[src/design/rgbhsv_pkg.sv]
`timescale 1ns / 1ps

package rgbhsv_pkg;

	localparam int CHAN_W  = 8;
	localparam int NUM_W   = 25;
	localparam int DEN_W   = 16;
	localparam int QUO_W   = 9;
	localparam int PRE_STG = 3;
	localparam int DIV_STG = QUO_W;
	localparam int NUM_STG = PRE_STG + DIV_STG + 1;

	localparam logic [DEN_W-1:0] INV_DEN = DEN_W'(65025);

	typedef enum logic [1:0] {
		MODE_RGB2HSV = 2'd0,
		MODE_RGB2HSL = 2'd1,
		MODE_HSV2RGB = 2'd2,
		MODE_HSL2RGB = 2'd3
	} mode_t;

	typedef logic [CHAN_W-1:0] chan_t;
	typedef logic [NUM_W-1:0]  num_t;
	typedef logic [DEN_W-1:0]  den_t;
	typedef logic [QUO_W-1:0]  quo_t;

endpackage

[src/design/rgb_hsv_hsl_converter_core.sv]
`timescale 1ns / 1ps
// pipeline from input accept to output valid (13 register stages:
// 3 setup stages, 9 restoring divider stages with one quotient bit each, 1 output stage)
// throughput: one item per cycle; each stage holds while its successor stalls
// reset: arst_n clears all stage valid bits and sets mode to rgb to hsv

module rgb_hsv_hsl_converter_core (
	input  logic                  clk,
	input  logic                  arst_n,
	input  logic                  cfg_we,
	input  logic [1:0]            cfg_wdata,
	input  logic                  in_valid,
	output logic                  in_ready,
	input  rgbhsv_pkg::chan_t     chan_a,
	input  rgbhsv_pkg::chan_t     chan_b,
	input  rgbhsv_pkg::chan_t     chan_c,
	input  logic                  last_in,
	output logic                  out_valid,
	input  logic                  out_ready,
	output rgbhsv_pkg::chan_t     out_a,
	output rgbhsv_pkg::chan_t     out_b,
	output rgbhsv_pkg::chan_t     out_c,
	output logic                  last_out
);
	import rgbhsv_pkg::*;

	mode_t mode_q;

	logic [NUM_STG-1:0] vld_q;
	logic [NUM_STG-1:0] en;

	// handshake chain
	always_comb begin
		en[NUM_STG-1] = !vld_q[NUM_STG-1] || out_ready;
		for (int k = NUM_STG-2; k >= 0; k--) begin
			en[k] = !vld_q[k] || en[k+1];
		end
	end

	assign in_ready  = en[0];
	assign out_valid = vld_q[NUM_STG-1];

	always_ff @(posedge clk or negedge arst_n) begin
		if (!arst_n) begin
			vld_q  <= '0;
			mode_q <= MODE_RGB2HSV;
		end else begin
			if (cfg_we) begin
				mode_q <= mode_t'(cfg_wdata);
			end
			if (en[0]) begin
				vld_q[0] <= in_valid;
			end
			for (int k = 1; k < NUM_STG; k++) begin
				if (en[k]) begin
					vld_q[k] <= vld_q[k-1];
				end
			end
		end
	end

	// stage 1: extremes, hue numerator, sector, chroma products
	chan_t              mx, mn, ch, d_l, cn, ff;
	logic [8:0]         sum;
	logic signed [11:0] qs;
	logic [10:0]        ch6, t6, qw;
	logic [2:0]         sec;
	logic [10:0]        fdiff;
	logic [15:0]        cb, mpb, hb;

	always_comb begin
		mx = (chan_a > chan_b) ? chan_a : chan_b;
		mx = (mx > chan_c) ? mx : chan_c;
		mn = (chan_a < chan_b) ? chan_a : chan_b;
		mn = (mn < chan_c) ? mn : chan_c;
		ch = mx - mn;
		sum = {1'b0, mx} + {1'b0, mn};
		ch6 = 11'(ch) * 11'd6;
		if (mx == chan_a) begin
			qs = $signed({4'b0, chan_b}) - $signed({4'b0, chan_c});
		end else if (mx == chan_b) begin
			qs = $signed({3'b0, ch, 1'b0}) + $signed({4'b0, chan_c})
				- $signed({4'b0, chan_a});
		end else begin
			qs = $signed({2'b0, ch, 2'b0}) + $signed({4'b0, chan_a})
				- $signed({4'b0, chan_b});
		end
		if (qs < 0) begin
			qw = 11'(qs + $signed({1'b0, ch6}));
		end else begin
			qw = qs[10:0];
		end

		t6  = 11'(chan_a) * 11'd6;
		sec = 3'(32'(t6 >= 11'd255) + 32'(t6 >= 11'd510) + 32'(t6 >= 11'd765)
			+ 32'(t6 >= 11'd1020) + 32'(t6 >= 11'd1275) + 32'(t6 >= 11'd1530));
		fdiff = t6 - 11'(11'd255 * 11'(sec));
		if (sec >= 3'd6) begin
			sec = 3'd5;
			ff  = 8'd255;
		end else begin
			ff = fdiff[7:0];
		end

		d_l = (chan_c >= 8'd128) ? 8'({chan_c, 1'b0} - 9'd255)
			: 8'(9'd255 - {chan_c, 1'b0});
		cn = 8'd255 - d_l;
		hb = 16'(cn[7:1]) * 16'(chan_b);
		if (mode_q == MODE_HSV2RGB) begin
			cb  = 16'(chan_b) * 16'(chan_c);
			mpb = 16'(chan_c) * 16'(8'd255 - chan_b);
		end else begin
			cb  = 16'(cn) * 16'(chan_b);
			mpb = 16'(16'(chan_c) * 16'd255 - hb);
		end
	end

	mode_t       mode_s1;
	chan_t       ch_s1, mx_s1, f_s1;
	logic [8:0]  sum_s1;
	logic [10:0] q_s1, ch6_s1;
	logic [2:0]  sec_s1;
	logic [15:0] cb_s1, mpb_s1;
	logic        last_s1;

	always_ff @(posedge clk) begin
		if (en[0]) begin
			mode_s1 <= mode_q;
			ch_s1   <= ch;
			mx_s1   <= mx;
			sum_s1  <= sum;
			q_s1    <= qw;
			ch6_s1  <= ch6;
			sec_s1  <= sec;
			f_s1    <= ff;
			cb_s1   <= cb;
			mpb_s1  <= mpb;
			last_s1 <= last_in;
		end
	end

	// stage 2: forward numerators and divisors, inverse products
	num_t        fn [3];
	den_t        fd [3];
	chan_t       hden, third, fx;
	logic [23:0] cp, xp, mp;

	always_comb begin
		hden  = (sum_s1 < 9'd255) ? sum_s1[7:0] : 8'(9'd510 - sum_s1);
		third = (mode_s1 == MODE_RGB2HSV) ? mx_s1 : 8'((10'(sum_s1) + 10'd1) >> 1);
		if (ch_s1 == 8'd0) begin
			fn[0] = '0;
			fd[0] = den_t'(1);
		end else begin
			fn[0] = NUM_W'(q_s1) * NUM_W'(510);
			fd[0] = DEN_W'(ch6_s1);
		end
		if (mode_s1 == MODE_RGB2HSV) begin
			if (mx_s1 == 8'd0) begin
				fn[1] = '0;
				fd[1] = den_t'(1);
			end else begin
				fn[1] = NUM_W'(ch_s1) * NUM_W'(510);
				fd[1] = DEN_W'(mx_s1);
			end
		end else begin
			if (sum_s1 == 9'd0 || sum_s1 == 9'd510) begin
				fn[1] = '0;
				fd[1] = den_t'(1);
			end else begin
				fn[1] = NUM_W'(ch_s1) * NUM_W'(510);
				fd[1] = DEN_W'(hden);
			end
		end
		fn[2] = NUM_W'({third, 1'b0});
		fd[2] = den_t'(1);

		fx = sec_s1[0] ? 8'd255 - f_s1 : f_s1;
		cp = 24'(cb_s1) * 24'd255;
		xp = 24'(cb_s1) * 24'(fx);
		mp = 24'(mpb_s1) * 24'd255;
	end

	mode_t       mode_s2;
	num_t        fn_s2 [3];
	den_t        fd_s2 [3];
	logic [23:0] cp_s2, xp_s2, mp_s2;
	logic [2:0]  sec_s2;
	logic        last_s2;

	always_ff @(posedge clk) begin
		if (en[1]) begin
			mode_s2 <= mode_s1;
			fn_s2   <= fn;
			fd_s2   <= fd;
			cp_s2   <= cp;
			xp_s2   <= xp;
			mp_s2   <= mp;
			sec_s2  <= sec_s1;
			last_s2 <= last_s1;
		end
	end

	// stage 3: sector select and final operands
	logic [23:0] rr, gg, bb;
	num_t        nn [3];
	den_t        dd [3];

	always_comb begin
		unique case (sec_s2)
			3'd0: begin rr = cp_s2; gg = xp_s2; bb = '0;    end
			3'd1: begin rr = xp_s2; gg = cp_s2; bb = '0;    end
			3'd2: begin rr = '0;    gg = cp_s2; bb = xp_s2; end
			3'd3: begin rr = '0;    gg = xp_s2; bb = cp_s2; end
			3'd4: begin rr = xp_s2; gg = '0;    bb = cp_s2; end
			default: begin rr = cp_s2; gg = '0; bb = xp_s2; end
		endcase
		if (mode_s2 == MODE_HSV2RGB || mode_s2 == MODE_HSL2RGB) begin
			nn[0] = NUM_W'({rr + mp_s2, 1'b0});
			nn[1] = NUM_W'({gg + mp_s2, 1'b0});
			nn[2] = NUM_W'({bb + mp_s2, 1'b0});
			dd[0] = INV_DEN;
			dd[1] = INV_DEN;
			dd[2] = INV_DEN;
		end else begin
			nn = fn_s2;
			dd = fd_s2;
		end
	end

	num_t n_s3 [3];
	den_t d_s3 [3];
	logic last_s3;

	always_ff @(posedge clk) begin
		if (en[2]) begin
			n_s3    <= nn;
			d_s3    <= dd;
			last_s3 <= last_s2;
		end
	end

	// restoring divider, one quotient bit per stage, msb first
	num_t dv_rem_sd [DIV_STG][3];
	den_t dv_den_sd [DIV_STG][3];
	quo_t dv_quo_sd [DIV_STG][3];
	logic dv_last_sd [DIV_STG];

	num_t nx_rem [DIV_STG][3];
	quo_t nx_quo [DIV_STG][3];

	always_comb begin
		for (int k = 0; k < DIV_STG; k++) begin
			for (int j = 0; j < 3; j++) begin
				num_t src_rem, sh;
				den_t src_den;
				quo_t src_quo;
				src_rem = (k == 0) ? n_s3[j] : dv_rem_sd[(k == 0) ? 0 : k-1][j];
				src_den = (k == 0) ? d_s3[j] : dv_den_sd[(k == 0) ? 0 : k-1][j];
				src_quo = (k == 0) ? '0 : dv_quo_sd[(k == 0) ? 0 : k-1][j];
				sh = NUM_W'(src_den) << (QUO_W - 1 - k);
				if (src_rem >= sh) begin
					nx_rem[k][j] = src_rem - sh;
					nx_quo[k][j] = {src_quo[QUO_W-2:0], 1'b1};
				end else begin
					nx_rem[k][j] = src_rem;
					nx_quo[k][j] = {src_quo[QUO_W-2:0], 1'b0};
				end
			end
		end
	end

	always_ff @(posedge clk) begin
		for (int k = 0; k < DIV_STG; k++) begin
			if (en[PRE_STG+k]) begin
				for (int j = 0; j < 3; j++) begin
					dv_rem_sd[k][j] <= nx_rem[k][j];
					dv_quo_sd[k][j] <= nx_quo[k][j];
					dv_den_sd[k][j] <= (k == 0) ? d_s3[j] : dv_den_sd[(k == 0) ? 0 : k-1][j];
				end
				dv_last_sd[k] <= (k == 0) ? last_s3 : dv_last_sd[(k == 0) ? 0 : k-1];
			end
		end
	end

	// round half up from the doubled quotient, clamp to 255
	chan_t res [3];

	always_comb begin
		for (int j = 0; j < 3; j++) begin
			logic [QUO_W:0] qp;
			qp = {1'b0, dv_quo_sd[DIV_STG-1][j]} + (QUO_W+1)'(1);
			res[j] = qp[QUO_W] ? 8'd255 : qp[QUO_W-1:1];
		end
	end

	always_ff @(posedge clk) begin
		if (en[NUM_STG-1]) begin
			out_a    <= res[0];
			out_b    <= res[1];
			out_c    <= res[2];
			last_out <= dv_last_sd[DIV_STG-1];
		end
	end

`ifndef SYNTHESIS
	a_stall_from_output: assert property (@(posedge clk) disable iff (!arst_n)
		!in_ready |-> out_valid && !out_ready)
		else $error("input stalled without an output stall");

	a_den_nonzero: assert property (@(posedge clk) disable iff (!arst_n)
		vld_q[PRE_STG-1] |-> d_s3[0] != '0 && d_s3[1] != '0 && d_s3[2] != '0)
		else $error("zero divisor entered divider");

	a_rem_below_den: assert property (@(posedge clk) disable iff (!arst_n)
		vld_q[NUM_STG-2] |->
		dv_rem_sd[DIV_STG-1][0] < NUM_W'(dv_den_sd[DIV_STG-1][0]) &&
		dv_rem_sd[DIV_STG-1][1] < NUM_W'(dv_den_sd[DIV_STG-1][1]) &&
		dv_rem_sd[DIV_STG-1][2] < NUM_W'(dv_den_sd[DIV_STG-1][2]))
		else $error("divider quotient overflow");
`endif

endmodule
[config.mk]
export PLATFORM = sky130hd
export DESIGN_NAME = rgb_hsv_hsl_converter_core
export DESIGN_NICKNAME = d
export VERILOG_FILES = /design/src/design/rgbhsv_pkg.sv /design/src/design/rgb_hsv_hsl_converter_core.sv
export SDC_FILE = /design/constraint.sdc
export NUM_CORES = 2
export LEC_CHECK = 0
export ABC_AREA = 1
export BUFFER_PORTS_ARGS = -buffer_cell sky130_fd_sc_hd__buf_2
export CORE_AREA = 3 3 470 472
export DETAILED_ROUTE_END_ITERATION = 16
export DIE_AREA = 0 0 473 475
export GPL_TIMING_DRIVEN = 0
export PLACE_DENSITY_LB_ADDON = 0.2
export REMOVE_ABC_BUFFERS = 1
export SYNTH_ARGS = -nofsm -noshare
export SYNTH_HDL_FRONTEND = slang
export SYNTH_SLANG_ARGS = --single-unit
[constraint.sdc]
create_clock -name clk -period 37.2 [get_ports clk]
set_input_delay 5.58 -clock clk [delete_from_list [all_inputs] [get_ports clk]]
set_output_delay 5.58 -clock clk [all_outputs]
set_load 0.1 [all_outputs]
# Yosys cells after proc, flatten, opt, wreduce, memory -nomap -nowiden

Memory sizes are Yosys's and may differ from the RTL's. A register that Yosys moved wholly into a read port is not among the register bits.
Cells that the tools add are included.
W data, S select, Z words.

$add $sub $neg: 55
Multipliers: 13
Div/mod/pow operators: 0
$lt $le $gt $ge: 41
Equal/unequal tests: 10
Shift-type cells: 0
Muxes and demuxes: 95
Bitwise logic cells: 0
Reduce and logical (&&, ||, !) cells: 39

Operators by type and width:

| kind                    | number |
|---|---|
| $mux W25                | 28 |
| $pmux W24 S2            | 3 |
| $mux W8                 | 10 |
| $ge A25 B16 Y1          | 3 |
| $ge A25 B17 Y1          | 3 |
| $ge A25 B18 Y1          | 3 |
| $ge A25 B19 Y1          | 3 |
| $ge A25 B20 Y1          | 3 |
| $ge A25 B21 Y1          | 3 |
| $ge A25 B22 Y1          | 3 |
| $ge A25 B23 Y1          | 3 |
| $ge A25 B24 Y1          | 3 |
| $mux W75                | 1 |
| $sub A25 B16 Y25        | 3 |
| $sub A25 B17 Y25        | 3 |
| $sub A25 B18 Y25        | 3 |
| $sub A25 B19 Y25        | 3 |
| $sub A25 B20 Y25        | 3 |
| $sub A25 B21 Y25        | 3 |
| $sub A25 B22 Y25        | 3 |
| $sub A25 B23 Y25        | 3 |
| $sub A25 B24 Y25        | 3 |
| $add A24 B24 Y24        | 3 |
| $mul A16 B8 Y24 const B | 2 |
| other kinds (53)        | 152 |

Bits in registers: 413
Bits in latches: 0
Memory bits (writable): 1359
Memory bits (read-only): 0
Output and inout bits: 27
Logic and storage cells: 308
Memories: 4

Memories:

| name       | words | width | read ports | clocked after memory_dff | write ports | RTL line                          | text |
|---|---|---|---|---|---|---|---|
| dv_rem_sd  | 9     | 75    | 8          | 0                        | 9           | rgb_hsv_hsl_converter_core.sv:244 | `num_t dv_rem_sd [DIV_STG][3];` |
| dv_den_sd  | 9     | 48    | 8          | 0                        | 9           | rgb_hsv_hsl_converter_core.sv:245 | `den_t dv_den_sd [DIV_STG][3];` |
| dv_quo_sd  | 9     | 27    | 9          | 0                        | 9           | rgb_hsv_hsl_converter_core.sv:246 | `quo_t dv_quo_sd [DIV_STG][3];` |
| dv_last_sd | 9     | 1     | 9          | 1                        | 9           | rgb_hsv_hsl_converter_core.sv:247 | `logic dv_last_sd [DIV_STG];` |

# Depth between registers and ports, before layout

Word-level depth: 14
Depth in mapped cells: 56
Depth with buffers taken out: 54

# Least setup slack after synthesis

No wires, ideal clock.

Kind: in2out
From: in out_ready
To: out in_ready
Data arrival time: 29605 ps
Data required time: 31620 ps
Slack: 2015 ps
Stages: 24
Path buffers: 0
Path through: nor2_1 inv_1 nor2_1 inv_1 nor2_1 inv_1 nor2_1 inv_1 nor2_1 inv_1 nor2_1 inv_1 nor2_1 inv_1 nor2_1 inv_1 nor2_1 inv_1 nor2_1 inv_1 nor2_1 inv_1 nor2_1 nand2_1

Word-level cells in the longest chain between the ends: 13

RTL lines:

| element                         | RTL line                         | text |
|---|---|---|
| from (decl)                     | rgb_hsv_hsl_converter_core.sv:19 | `input logic out_ready,` |
| $logic_or A1 B1 Y1              | rgb_hsv_hsl_converter_core.sv:34 | `en[NUM_STG-1] = !vld_q[NUM_STG-1] \|\| out_ready;` |
| via en[12]                      | rgb_hsv_hsl_converter_core.sv:30 | `logic [NUM_STG-1:0] en;` |
| $logic_or A1 B1 Y1              | rgb_hsv_hsl_converter_core.sv:36 | `en[k] = !vld_q[k] \|\| en[k+1];` |
| via en[11]                      | rgb_hsv_hsl_converter_core.sv:30 |  |
| $logic_or A1 B1 Y1              | rgb_hsv_hsl_converter_core.sv:36 |  |
| via en[10]                      | rgb_hsv_hsl_converter_core.sv:30 |  |
| $logic_or A1 B1 Y1              | rgb_hsv_hsl_converter_core.sv:36 |  |
| via en[9]                       | rgb_hsv_hsl_converter_core.sv:30 |  |
| (+1 left out)                   | n/a                              |  |
| via en[8]                       | rgb_hsv_hsl_converter_core.sv:30 |  |
| (+1 left out)                   | n/a                              |  |
| via en[7]                       | rgb_hsv_hsl_converter_core.sv:30 |  |
| (+1 left out)                   | n/a                              |  |
| via en[6]                       | rgb_hsv_hsl_converter_core.sv:30 |  |
| (+1 left out)                   | n/a                              |  |
| via en[5]                       | rgb_hsv_hsl_converter_core.sv:30 |  |
| $logic_or A1 B1 Y1              | rgb_hsv_hsl_converter_core.sv:36 |  |
| via en[4]                       | rgb_hsv_hsl_converter_core.sv:30 |  |
| $logic_or A1 B1 Y1              | rgb_hsv_hsl_converter_core.sv:36 |  |
| via en[3]                       | rgb_hsv_hsl_converter_core.sv:30 |  |
| $logic_or A1 B1 Y1              | rgb_hsv_hsl_converter_core.sv:36 |  |
| via en[2]                       | rgb_hsv_hsl_converter_core.sv:30 |  |
| $logic_or A1 B1 Y1 (2 in a row) | rgb_hsv_hsl_converter_core.sv:36 |  |
| to (decl)                       | rgb_hsv_hsl_converter_core.sv:13 | `output logic in_ready,` |

The timed path passes the listed nets, and every way through them passes these cells.

# Worst setup path in the final report

Same ends and word-level chain as after synthesis.

==> metrics.cfg <==
[routing]
drt_iter0_markers=3110
wl_met3_um=6300
vias=61445
wirelength_um=193000
met2_length_um=96200
post-route-drc-count=0
first_pass_iters=6
wl_met1_um=82600
top_layer=met5
wl_per_cell_um=15.7
ant_nets=0
via_per_inst=4.99

[timing]
fin_ws_ps=17580
period_needed_ps=19620
drv_slew=0
relSlewSlack_pct=12.2
fmax_ghz=0.0510
fin_worst_skew_ps=26.9
hold_violations=0
fin_crit_sh_pct=52.7
rsz0062_at_grt=no
worst_pin_slew_ps=1310
hold_ws_ps=400
setup_violations=0

[min_path]
hold_path.class=flop to flop

[clock_network]
cts.sinks=1241
numCtsBuffers=136
clk_latency_ps=760
cts-root-buf=clkbuf_16
hold_buffers=0
cts_htree_levels=4
clockBufferDepth=3
post_cts_resized=0
tritoncts=yes
postCtsSetupBuffers=0
clk_pin_slew_worst_paths_ps=60

[floorplanning]
die_y_um=475
die-area_um2=225000
start_util_pct=42.0
rows=171
coreArea_um2=217000
ios=59
die-width_um=473

[final_layout]
drive_gt1_share_pct=4.26
fin_nets=10858
finalCoreUtilization_pct=45.8
synthToLayoutAreaGrowth_pct=9.01

[outcome]
status=completed

[logic_synthesis]
synthFlopType=edfxtp_1
synth_top_family_by_area=adder cells
ys_types=81
synth-edff-count=1226
synthXorXnorAreaFrac_pct=5.61
synth_area_per_cell_um2=9.83
yosys_warnings=0
synth-adder-area-share_pct=24.5
async_flop_share_pct=1.21
synthMuxAreaShare_pct=0.0604
synth_compound_area_share_pct=9.76
ys_ff_latch=1241
synthCells=9269
ys_seq_area_share_pct=40.8
yosys.area_share.simple_pct=11.9
syn_area_um2=91100

[placed_design]
gp_congestion=0.886
io_buffers=58
dp_hpwl_um=155000
post-place-ws_ps=17010

[grt]
antenna_found_initial=4
grt_max_degree=99
grtUsageTotal_pct=17.2
grt-ovfl-total=0
grt_pass1_vias=62388
grt_pass1_wl_um=315000

[critical_path]
critPathSlowestCell=inv_1
r2r_setup_slack_ps=28160
critical_path_arrival_ps=14040
end_kind=output pin
worstPathRequired_ps=31620
crit_family=buffers and inverters
slowest_delay_ps=870
cp_common_cell=nor2_1
criticalPathCategory=input pin to output pin
path_buf_inv=16
startpoint_type=input pin
path_max_fanout=74

[job]
maxCapViolations=0

==> through the flow <==
| step | instance area (um^2) | cells | setup TNS [ps] |
|---|---|---|---|
| after global routing | 99300 | 12322 | 0 |
| after CTS | 99300 | 12321 | 0 |
| final | 99300 | 12324 | 0 |
| after floorplan | 90600 | 9143 | 0 |
| after global placement | 94500 | 12055 | -300140 |
| after detailed placement | 94900 | 12076 | 0 |
==> Yosys cell counts, types with 20 or more instances <==
cell         n  share of area (%)
a211oi_1    26               0.21
nor3_1      92               0.51
or2_2       42               0.29
o31ai_1     21               0.17
edfxtp_1  1226                 40
nor2_1     767                3.2
o21bai_1    52               0.43
clkbuf_1   107               0.44
xor2_1     362                3.5
o21a_1      26               0.21
inv_1     1600                6.6
nand3_1    245                1.3
o21ai_0    492                2.7
a21o_1      24               0.20
nor4_1      56               0.38
ha_1       931                 13
o21ai_1     51               0.28
fa_1       535                 12
a21oi_1    695                3.8
xnor2_1    222                2.1
a31oi_1     25               0.17
nand4_1     45               0.31
buf_2       20               0.11
o22ai_1     80               0.55
nand2_1   1307                5.4
==> cell usage in the layout (no fill, tap or decap), drive strengths merged, types with 9 or more instances in the layout <==
cell	Yosys	layout
xor2	362	362
inv	1610	1616
a31oi	28	28
nand3b	13	13
or2	43	43
o31ai	23	23
nand2	1322	1322
and2	9	9
nand4	45	45
fa	535	535
o211ai	12	12
nor2	768	768
clkinv	10	65
nand3	249	249
a21boi	15	15
o22ai	81	81
o21a	26	26
o21ai	560	560
o2111ai	9	9
a211oi	27	27
xnor2	222	222
ha	931	931
nor3	95	95
a21o	24	24
edfxtp	1226	1226
conb	2	16
nor4	57	57
dfrtp	15	15
bufinv	0	9
o21bai	53	53
buf	33	79
clkbuf	107	167
a21oi	697	697
==> cell families after synthesis <==
logic type | Yosys count
AND/OR/NAND/NOR | 2616
buffers and inverters | 1760
AO/OA/AOI/OAI | 1595
adder cells (fa/ha/maj) | 1466
flip-flops | 1241
XOR/XNOR | 584
multiplexers | 5
other | 2
==> layer usage <==
layer  vias up  GRT usage [%]
met5         -              0
met1     28838           20.7
met4         2           6.92
li1      31128              -
met2      1108           31.2
met3       369           2.05
==> final timing paths <==
path                            depth (start not counted)        startpoint          endpoint
worst max-delay path                                   29         out_ready          in_ready
max in group asynchronous                               1            arst_n          vld_q[1]
worst min-delay path                                    0  dv_quo_sd[5][22]  dv_quo_sd[6][23]
worst max register to register                         29         vld_q[12]         fd_s2[16]
worst min register to register                          0  dv_quo_sd[5][22]  dv_quo_sd[6][23]
min in group asynchronous                               1            arst_n         vld_q[12]
==> area by class of cell <==
class / count / area [um^2]
Inverter: 1620 / 6110
Clock inverter: 78 / 766
Timing Repair Buffer: 79 / 731
Antenna cell: 3 / 7.51
Sequential cell: 1241 / 37200
Multi-Input combinational cell: 6282 / 47300
Tap cell: 2854 / 3570
Clock buffer: 167 / 3620
Fill cell: 20234 / 118000
==> flip-flops by register name (all words and copies together) (netlist names), 19 cells and up <==
name	cells
cp_s2	24
n_s3	72
d_s3	20
mp_s2	24
dv_rem_sd	576
xp_s2	24
dv_den_sd	160
fd_s2	19
fn_s2	43
dv_quo_sd	135
Power is not shown: default switching activity piles up to over one toggle a cycle in this logic, so the estimate is an artifact.
